[src/sv/tcw_pkg.sv]
// ----------------------------------------------------------------------------
// tcw_pkg: shared types and constants of the text console cell writer
// Request and result payloads, command codes, register indexes, character
// codes and register reset values.
// ----------------------------------------------------------------------------
package tcw_pkg;

   // field widths of the request and result payloads
   localparam int CMD_W   = 2;
   localparam int CHAR_W  = 8;
   localparam int INDEX_W = 11;
   localparam int COL_W   = 7;
   localparam int ROW_W   = 5;
   localparam int POS_W   = 11;
   localparam int CELL_W  = 16;
   localparam int ATTR_W  = 8;

   // configuration port
   localparam int CSR_IDX_W  = 2;
   localparam int CSR_DATA_W = 8;

   // command codes
   localparam logic [CMD_W-1:0] CMD_PUT_CHAR  = 2'd0;
   localparam logic [CMD_W-1:0] CMD_SCROLL    = 2'd1;
   localparam logic [CMD_W-1:0] CMD_READ_CELL = 2'd2;

   // register indexes
   localparam logic [CSR_IDX_W-1:0] CSR_TEXT_ATTRIBUTE = 2'd0;
   localparam logic [CSR_IDX_W-1:0] CSR_COLS_IN_USE    = 2'd1;
   localparam logic [CSR_IDX_W-1:0] CSR_ROWS_IN_USE    = 2'd2;

   // register reset values
   localparam logic [ATTR_W-1:0] ATTR_RESET = 8'd7;
   localparam logic [COL_W-1:0]  COLS_RESET = 7'd80;
   localparam logic [ROW_W-1:0]  ROWS_RESET = 5'd25;

   // special character codes
   localparam logic [CHAR_W-1:0] CH_NEWLINE = 8'd10;
   localparam logic [CHAR_W-1:0] CH_TAB     = 8'd9;
   localparam logic [CHAR_W-1:0] CH_SPACE   = 8'd32;

   typedef struct packed {
      logic [CMD_W-1:0]   command;
      logic [CHAR_W-1:0]  char_code;
      logic [INDEX_W-1:0] cell_index;
   } req_type;

   typedef struct packed {
      logic [COL_W-1:0]  cursor_col;
      logic [ROW_W-1:0]  cursor_row;
      logic [POS_W-1:0]  cursor_pos;
      logic [CELL_W-1:0] cell_data;
      logic              needs_scroll;
   } rsp_type;

   // controller to datapath commands
   typedef struct packed {
      logic accept;
      logic clear_step;
      logic exec_put;
      logic exec_scroll;
      logic exec_read;
      logic scroll_step;
   } ctl_cmd_type;

   // datapath to controller status
   typedef struct packed {
      logic clear_last;
      logic scroll_last;
   } dp_status_type;

endpackage

[src/sv/tcw_ctrl.sv]
// ----------------------------------------------------------------------------
// tcw_ctrl: sequencing state machine of the console cell writer
// Runs the clearing pass after reset, takes requests, steps the scroll
// sweep and marks the result cycle.
// ----------------------------------------------------------------------------
module tcw_ctrl (
   input  logic                        clock,
   input  logic                        reset,
   input  logic                        req_start,
   input  logic [tcw_pkg::CMD_W-1:0]   req_command,
   input  tcw_pkg::dp_status_type      status,
   output tcw_pkg::ctl_cmd_type        cmd,
   output logic                        busy,
   output logic                        rsp_strobe
);

   typedef enum logic [3:0] {
      ST_CLEAR  = 4'b0001,
      ST_IDLE   = 4'b0010,
      ST_SCROLL = 4'b0100,
      ST_RESP   = 4'b1000
   } state_type;

   state_type state_ff, state_in;
   logic      accept;

   assign accept = (state_ff == ST_IDLE) && req_start;

   // next state
   always_comb begin
      state_in = state_ff;
      unique case (state_ff)
         ST_CLEAR: begin
            if (status.clear_last) state_in = ST_IDLE;
         end
         ST_IDLE: begin
            if (req_start) begin
               state_in = (req_command == tcw_pkg::CMD_SCROLL) ? ST_SCROLL : ST_RESP;
            end
         end
         ST_SCROLL: begin
            if (status.scroll_last) state_in = ST_RESP;
         end
         ST_RESP: begin
            state_in = ST_IDLE;
         end
         default: begin
            state_in = ST_CLEAR;
         end
      endcase
   end

   always_ff @(posedge clock) begin
      if (reset) begin
         state_ff <= ST_CLEAR;
      end else begin
         state_ff <= state_in;
      end
   end

   // commands to the datapath
   always_comb begin
      cmd.accept      = accept;
      cmd.clear_step  = (state_ff == ST_CLEAR);
      cmd.exec_put    = accept && (req_command == tcw_pkg::CMD_PUT_CHAR);
      cmd.exec_scroll = accept && (req_command == tcw_pkg::CMD_SCROLL);
      cmd.exec_read   = accept && (req_command == tcw_pkg::CMD_READ_CELL);
      cmd.scroll_step = (state_ff == ST_SCROLL);
   end

   assign busy       = (state_ff != ST_IDLE);
   assign rsp_strobe = (state_ff == ST_RESP);

endmodule

[config.mk]
export PLATFORM = sky130hd
export DESIGN_NAME = tcw_ctrl
export DESIGN_NICKNAME = d
export VERILOG_FILES = /design/src/sv/tcw_pkg.sv /design/src/sv/tcw_ctrl.sv
export SDC_FILE = /design/constraint.sdc
export NUM_CORES = 1
export LEC_CHECK = 0
export BUFFER_PORTS_ARGS = -buffer_cell sky130_fd_sc_hd__buf_2
export CAP_MARGIN = 20
export CELL_PAD_IN_SITES_DETAIL_PLACEMENT = 0
export CELL_PAD_IN_SITES_GLOBAL_PLACEMENT = 1
export CORE_AREA = 2 2 39 41
export DETAILED_ROUTE_END_ITERATION = 10
export DIE_AREA = 0 0 41 43
export GPL_TIMING_DRIVEN = 0
export PLACE_DENSITY = 0.63
export SYNTH_ARGS = -nofsm -noshare
export SYNTH_HDL_FRONTEND = slang
export SYNTH_SLANG_ARGS = --single-unit
[constraint.sdc]
create_clock -name clock -period 3 [get_ports clock]
set_input_delay 0.15 -clock clock [delete_from_list [all_inputs] [get_ports clock]]
set_output_delay 0.15 -clock clock [all_outputs]
set_load 0.005 [all_outputs]
==> flow_summary.ini, run 1 <==
[timing]
finalCriticalPeriod_ps = 1740
fmaxAchievable_mhz = 575
drv_slew = 0
hold_viol = 0
tightest_slew_ps = 443
tns_ps = 0
max_slew_margin_pct = 70.4
finClkSkew_ps = 3.53
rsz0062_at_grt = no
post-route-period-util_pct = 57.9
final-setup-viol-count = 0

[clocking]
clkTransAtPathRegs_ps = 40
clockBufferDepth = 2
cts_tree = done
cts_sinks = 4
cts_hold_buffers = 0
cts-root-buf = clkbuf_4
cts_resized = 0
clock_latency_ps = 230
h-tree-depth = 1
cts_buffers = 3
post_cts_buffers = 0

[floorplanning]
die_w_um = 41
start_util_pct = 22.7
rows = 14
die_h_um = 43
die_area_mm2 = 0.00176
ios = 15
core_mm2 = 0.00138

[cells_and_area]
nets = 59
largestRegisters = state_ff (4)
largest_register_ffs = 4
regMostFlops = state_ff
diodes = 0
fill_cells = 152
syn2layout_area_growth_pct = 35.9
drive_gt1_share_pct = 46.0

[logic_synthesis]
synth_edf_count = 0
yosys-top-cells-count = 4 x dfxtp_1, 4 x inv_1, 3 x nor3b_1
yosysWarnings = 0
syn_area_um2 = 314
synth.avg_cell_area_um2 = 9.52
ys_types = 20
ys_ff_latch = 4
syn_inst = 33
ys_async_sr_fraction_pct = 0
yosys.area.top_type = dfxtp_1
netlist.area_leader.share_pct = 25.5
yosys_most_used_dff = dfxtp_1
synth_nets = 40
synth_area_leaders = dfxtp_1 25%, nor4b_4 15%, nor4b_2 9.6%, nor3b_1 7.2%, a2111oi_2 4.8%
synth_seq_area_share_pct = 25.5

[worst_setup_path]
critPathBufInv = 1
cp.arrival_ps = 1590
crit_fanout = 7
crit_chain = nor4b_4 > nand2_1 > nor3b_1 > buf_2
crit_family = simple AND/OR/NAND/NOR gates
cp_slowest_stage_delay_ps = 500
cp-start-kind = flop
crit_type = reg -> out
cp_num_cells = 4
slowest_stage = dfxtp_1
end_kind = output port
reg2regPathDepth = 3
required_ps = 2850

[drt]
wl_per_cell_um = 10.2
drt-initial-drc-count = 7
drc = 0
wl_met1_um = 331
route.met3.wl_um = 54
dr.pass1.iters = 3
vias_per_cell = 4.44
antenna_left = 0
vias = 293
wl_met2_um = 285
highest_layer = met3
routed_wl_um = 671

[power_and_ir_drop]
power.density_mw_per_mm2 = 434
max-vdd-ir-drop_uv = 204
p_leak_nw = 0.192
power.total_w = 0.000185

[place]
io_buffers = 14
gp_congestion = 0.686
dp_hpwl_um = 529

[hold_path]
hp-class = in -> reg
hold_depth = 2

[grt]
gr-total-overflow = 0
grt_pass1_wl_mm = 1.00
antenna_found_initial = 0
grt_max_degree = 8
track_usage_pct = 8.73
grt_pass1_vias = 260

[flow_run]
drv_cap = 0

[status]
status = complete, no violations
==> cells by family (layout without fill, tap and decap cells) <==
group | after synthesis | in the layout | share of synthesized area, %
DFF | 4 | 4 | 25.5
AOI/OAI and AO/OA | 6 | 6 | 15.5
buffers and inverters | 5 | 22 | 7.17
and+or+nand+nor | 18 | 18 | 51.8
==> worst paths after layout <==
check                                start                        to  slack, ps
setup / recovery  state_ff[1]$_SDFFE_PP0P_                    cmd[1]       1260
hold / removal                       reset  state_ff[2]$_SDFFE_PP0P_         90
setup reg to reg  state_ff[2]$_SDFFE_PP0P_  state_ff[0]$_SDFFE_PP1P_       1610
hold reg to reg   state_ff[0]$_SDFFE_PP1P_  state_ff[1]$_SDFFE_PP0P_        730
==> per-layer routing <==
layer  vias up  track usage [%]
li1        157                -
met1       127             10.6
met2         9             11.3
met3         0             7.85
met4         0             2.00
met5         -                0
==> report_power, final <==
group | switching [W] | internal [W] | leakage, nW | total (W)
Clock | 0.0000215 | 0.0000447 | 0.0138 | 0.0000662
Combinational | 0.0000187 | 0.0000270 | 0.145 | 0.0000457
Sequential | 0.0000142 | 0.0000592 | 0.0328 | 0.0000734
Total | 0.0000544 | 0.000131 | 0.192 | 0.000185
==> placed cells by master (no fill, tap or decap), drive strengths merged <==
master / instances
a2111oi: 1
a21o: 1
a21oi: 1
a32oi: 1
buf: 15
clkbuf: 3
dfxtp: 4
inv: 4
nand2: 1
nand2b: 2
nand4b: 1
nor2: 2
nor2b: 2
nor3: 1
nor3b: 3
nor4: 1
nor4b: 4
o21ai: 1
o21bai: 1
or2: 1
==> layout make-up <==
cell class / instances / area (um^2) / share of cell area, %
Sequential cell: 4 / 80.1 / 18.8
Timing Repair Buffer: 14 / 70.1 / 16.4
Buffer: 1 / 7.51 / 1.76
Tap cell: 16 / 20.0 / 4.69
Inverter: 4 / 15.0 / 3.52
Multi-Input combinational cell: 24 / 211 / 49.6
Clock buffer: 3 / 22.5 / 5.28
==> metrics by stage <==
| stage | setup WS, ps | hold WS [ps] | area, um^2 | cells | utilization, % |
|---|---|---|---|---|---|
| 3_3_place_gp | 1500 | 332 | 404 | 63 | 29.2 |
| 6_report | 1260 | 93.3 | 427 | 66 | 30.8 |
| 5_1_grt | 1090 | 92.9 | 427 | 66 | 30.8 |
| 2_1_floorplan | 1720 | 219 | 314 | 33 | - |
| 3_5_place_dp | 1520 | 334 | 404 | 63 | 29.2 |
| 4_1_cts | 1250 | 84.0 | 427 | 66 | 30.8 |
Note: power is estimated with default switching activity, not from simulation.
==> inputs of run 2 (changes only) <==
- clock period: 3 -> 1.8 ns (I/O delays scaled with it)
==> run 2 against run 1 <==
  * Sequential power grew 69%
  * Routed wire length unchanged
  * Final cell count up 1.5%
  * Critical endpoint unchanged
  * Largest power group unchanged
==> flow_summary.ini, run 2 (same netlist as run 1, synthesis figures left out) <==
[worst_setup_path]
end_kind = output port
r2r_slack_ps = 400
critPathBufInv = 1
worstSetupStartpoint = state_ff[2]$_SDFFE_PP0P_
cp.arrival_ps = 1490
slowest_stage = dfxtp_1
crit_type = reg -> out
cp_num_cells = 4
timing.rr.end = state_ff[0]$_SDFFE_PP1P_
crit_family = simple AND/OR/NAND/NOR gates
cp_slowest_stage_delay_ps = 400
crit_chain = nor4b_4 > nand2_1 > nor3b_1 > buf_2
cp-start-kind = flop
r2r_start = state_ff[2]$_SDFFE_PP0P_
required_ps = 1710
crit_fanout = 7
reg2regPathDepth = 3
cp-endpoint = cmd[1]

[power_and_ir_drop]
power.density_mw_per_mm2 = 715
p_leak_nw = 0.198
power.total_w = 0.000311
max-vdd-ir-drop_uv = 339

[grt]
grt_max_degree = 8
gr-total-overflow = 0
track_usage_pct = 8.73
antenna_found_initial = 0
grt_pass1_vias = 260
grt_pass1_wl_mm = 1.00

[floorplanning]
die_area_mm2 = 0.00176
rows = 14
start_util_pct = 22.7
die_h_um = 43
core_mm2 = 0.00138
die_w_um = 41
ios = 15

[timing]
whs_ps = 33.2
post-route-period-util_pct = 87.8
hold_viol = 0
tightest_slew_ps = 445
fmaxAchievable_mhz = 632
finClkSkew_ps = 2.06
max_slew_margin_pct = 70.2
finalCriticalPeriod_ps = 1580
final-setup-viol-count = 0
tns_ps = 0
drv_slew = 0
rsz0062_at_grt = no

[clocking]
cts_tree = done
clockBufferDepth = 2
clkTransAtPathRegs_ps = 30
clock_latency_ps = 230
cts_sinks = 4
h-tree-depth = 1
cts_buffers = 3
cts-root-buf = clkbuf_4
cts_hold_buffers = 0

[drt]
routed_wl_um = 671
dr.pass1.iters = 3
wl_per_cell_um = 10.0
wl_met1_um = 317
antenna_left = 0
wl_met2_um = 299
route.met3.wl_um = 54
highest_layer = met3
drc = 0
drt-initial-drc-count = 5
vias = 296
vias_per_cell = 4.42

[place]
gp_congestion = 0.686
io_buffers = 14
dpl_cell_area_um2 = 404
dp_hpwl_um = 529

[cells_and_area]
largest_register_ffs = 4
layout_commonest_cell = buf_2
nets = 60
diodes = 0
layout_common_cells = 14 x buf_2, 4 x inv_1, 3 x nor3b_1, 3 x clkbuf_4, 3 x dfxtp_1
drive_gt1_share_pct = 49.0
utilization_pct = 31.5
stdcell_area_um2 = 435
syn2layout_area_growth_pct = 38.6
regMostFlops = state_ff
largestRegisters = state_ff (4)

[status]
status = complete, no violations

[hold_path]
hp-class = in -> reg

[flow_run]
drv_cap = 0
run 2: cell count changes in the layout (fill, tap and decap cells not counted):
cell / previous run / this run
dfxtp_2: 0 / 1
buf_4: 1 / 2
dfxtp_1: 4 / 3
run 2: per-layer routing:
metal / GRT usage (%) / vias up
met5: 0 / -
met4: 2.00 / 0
met3: 7.85 / 0
met2: 11.3 / 9
met1: 10.6 / 129
li1: - / 158
run 2: worst register-to-register path: cells and delay by family (launching register included):
family        cells  cell delay (ps)
flops             1              530
simple gates      3              750
run 2: worst min-delay path by stage:
| stage | startpoint | to | cells after the start |
|---|---|---|---|
| 3_5_place_dp | reset | state_ff[2]$_SDFFE_PP0P_ | 2 |
| 2_1_floorplan | reset | state_ff[2]$_SDFFE_PP0P_ | 1 |
| 4_1_cts | reset | state_ff[2]$_SDFFE_PP0P_ | 2 |
| 6_report | reset | state_ff[2]$_SDFFE_PP0P_ | 2 |
| 5_1_grt | reset | state_ff[2]$_SDFFE_PP0P_ | 2 |
| 3_3_place_gp | reset | state_ff[2]$_SDFFE_PP0P_ | 2 |
run 2: final cells by class:
cell class                      instances  area (um^2)
Fill cell                             152          948
Multi-Input combinational cell         24          211
Sequential cell                         4         81.3
Timing Repair Buffer                   15         77.6
Clock buffer                            3         22.5
Tap cell                               16         20.0
Inverter                                4         15.0
Buffer                                  1         7.51
run 2: stage by stage:
stage | worst slack, ps | std cells
2_1_floorplan | 517 | 33
3_3_place_gp | 361 | 63
3_5_place_dp | 380 | 63
4_1_cts | 114 | 66
5_1_grt | 51.0 | 67
6_report | 219 | 67
run 2: repair_timing:
action	in CTS	in global routing
hold endpoints to repair	0	0
endpoints found under the setup margin	0	1
gates resized for setup	0	1
setup buffers	0	1
run 2: report_power, final:
part	switching, W	internal (W)	total (W)
logic	0.0000313	0.0000471	0.0000784
registers	0.0000237	0.0000999	0.000124
clock network	0.0000347	0.0000744	0.000109
total	0.0000897	0.000221	0.000311
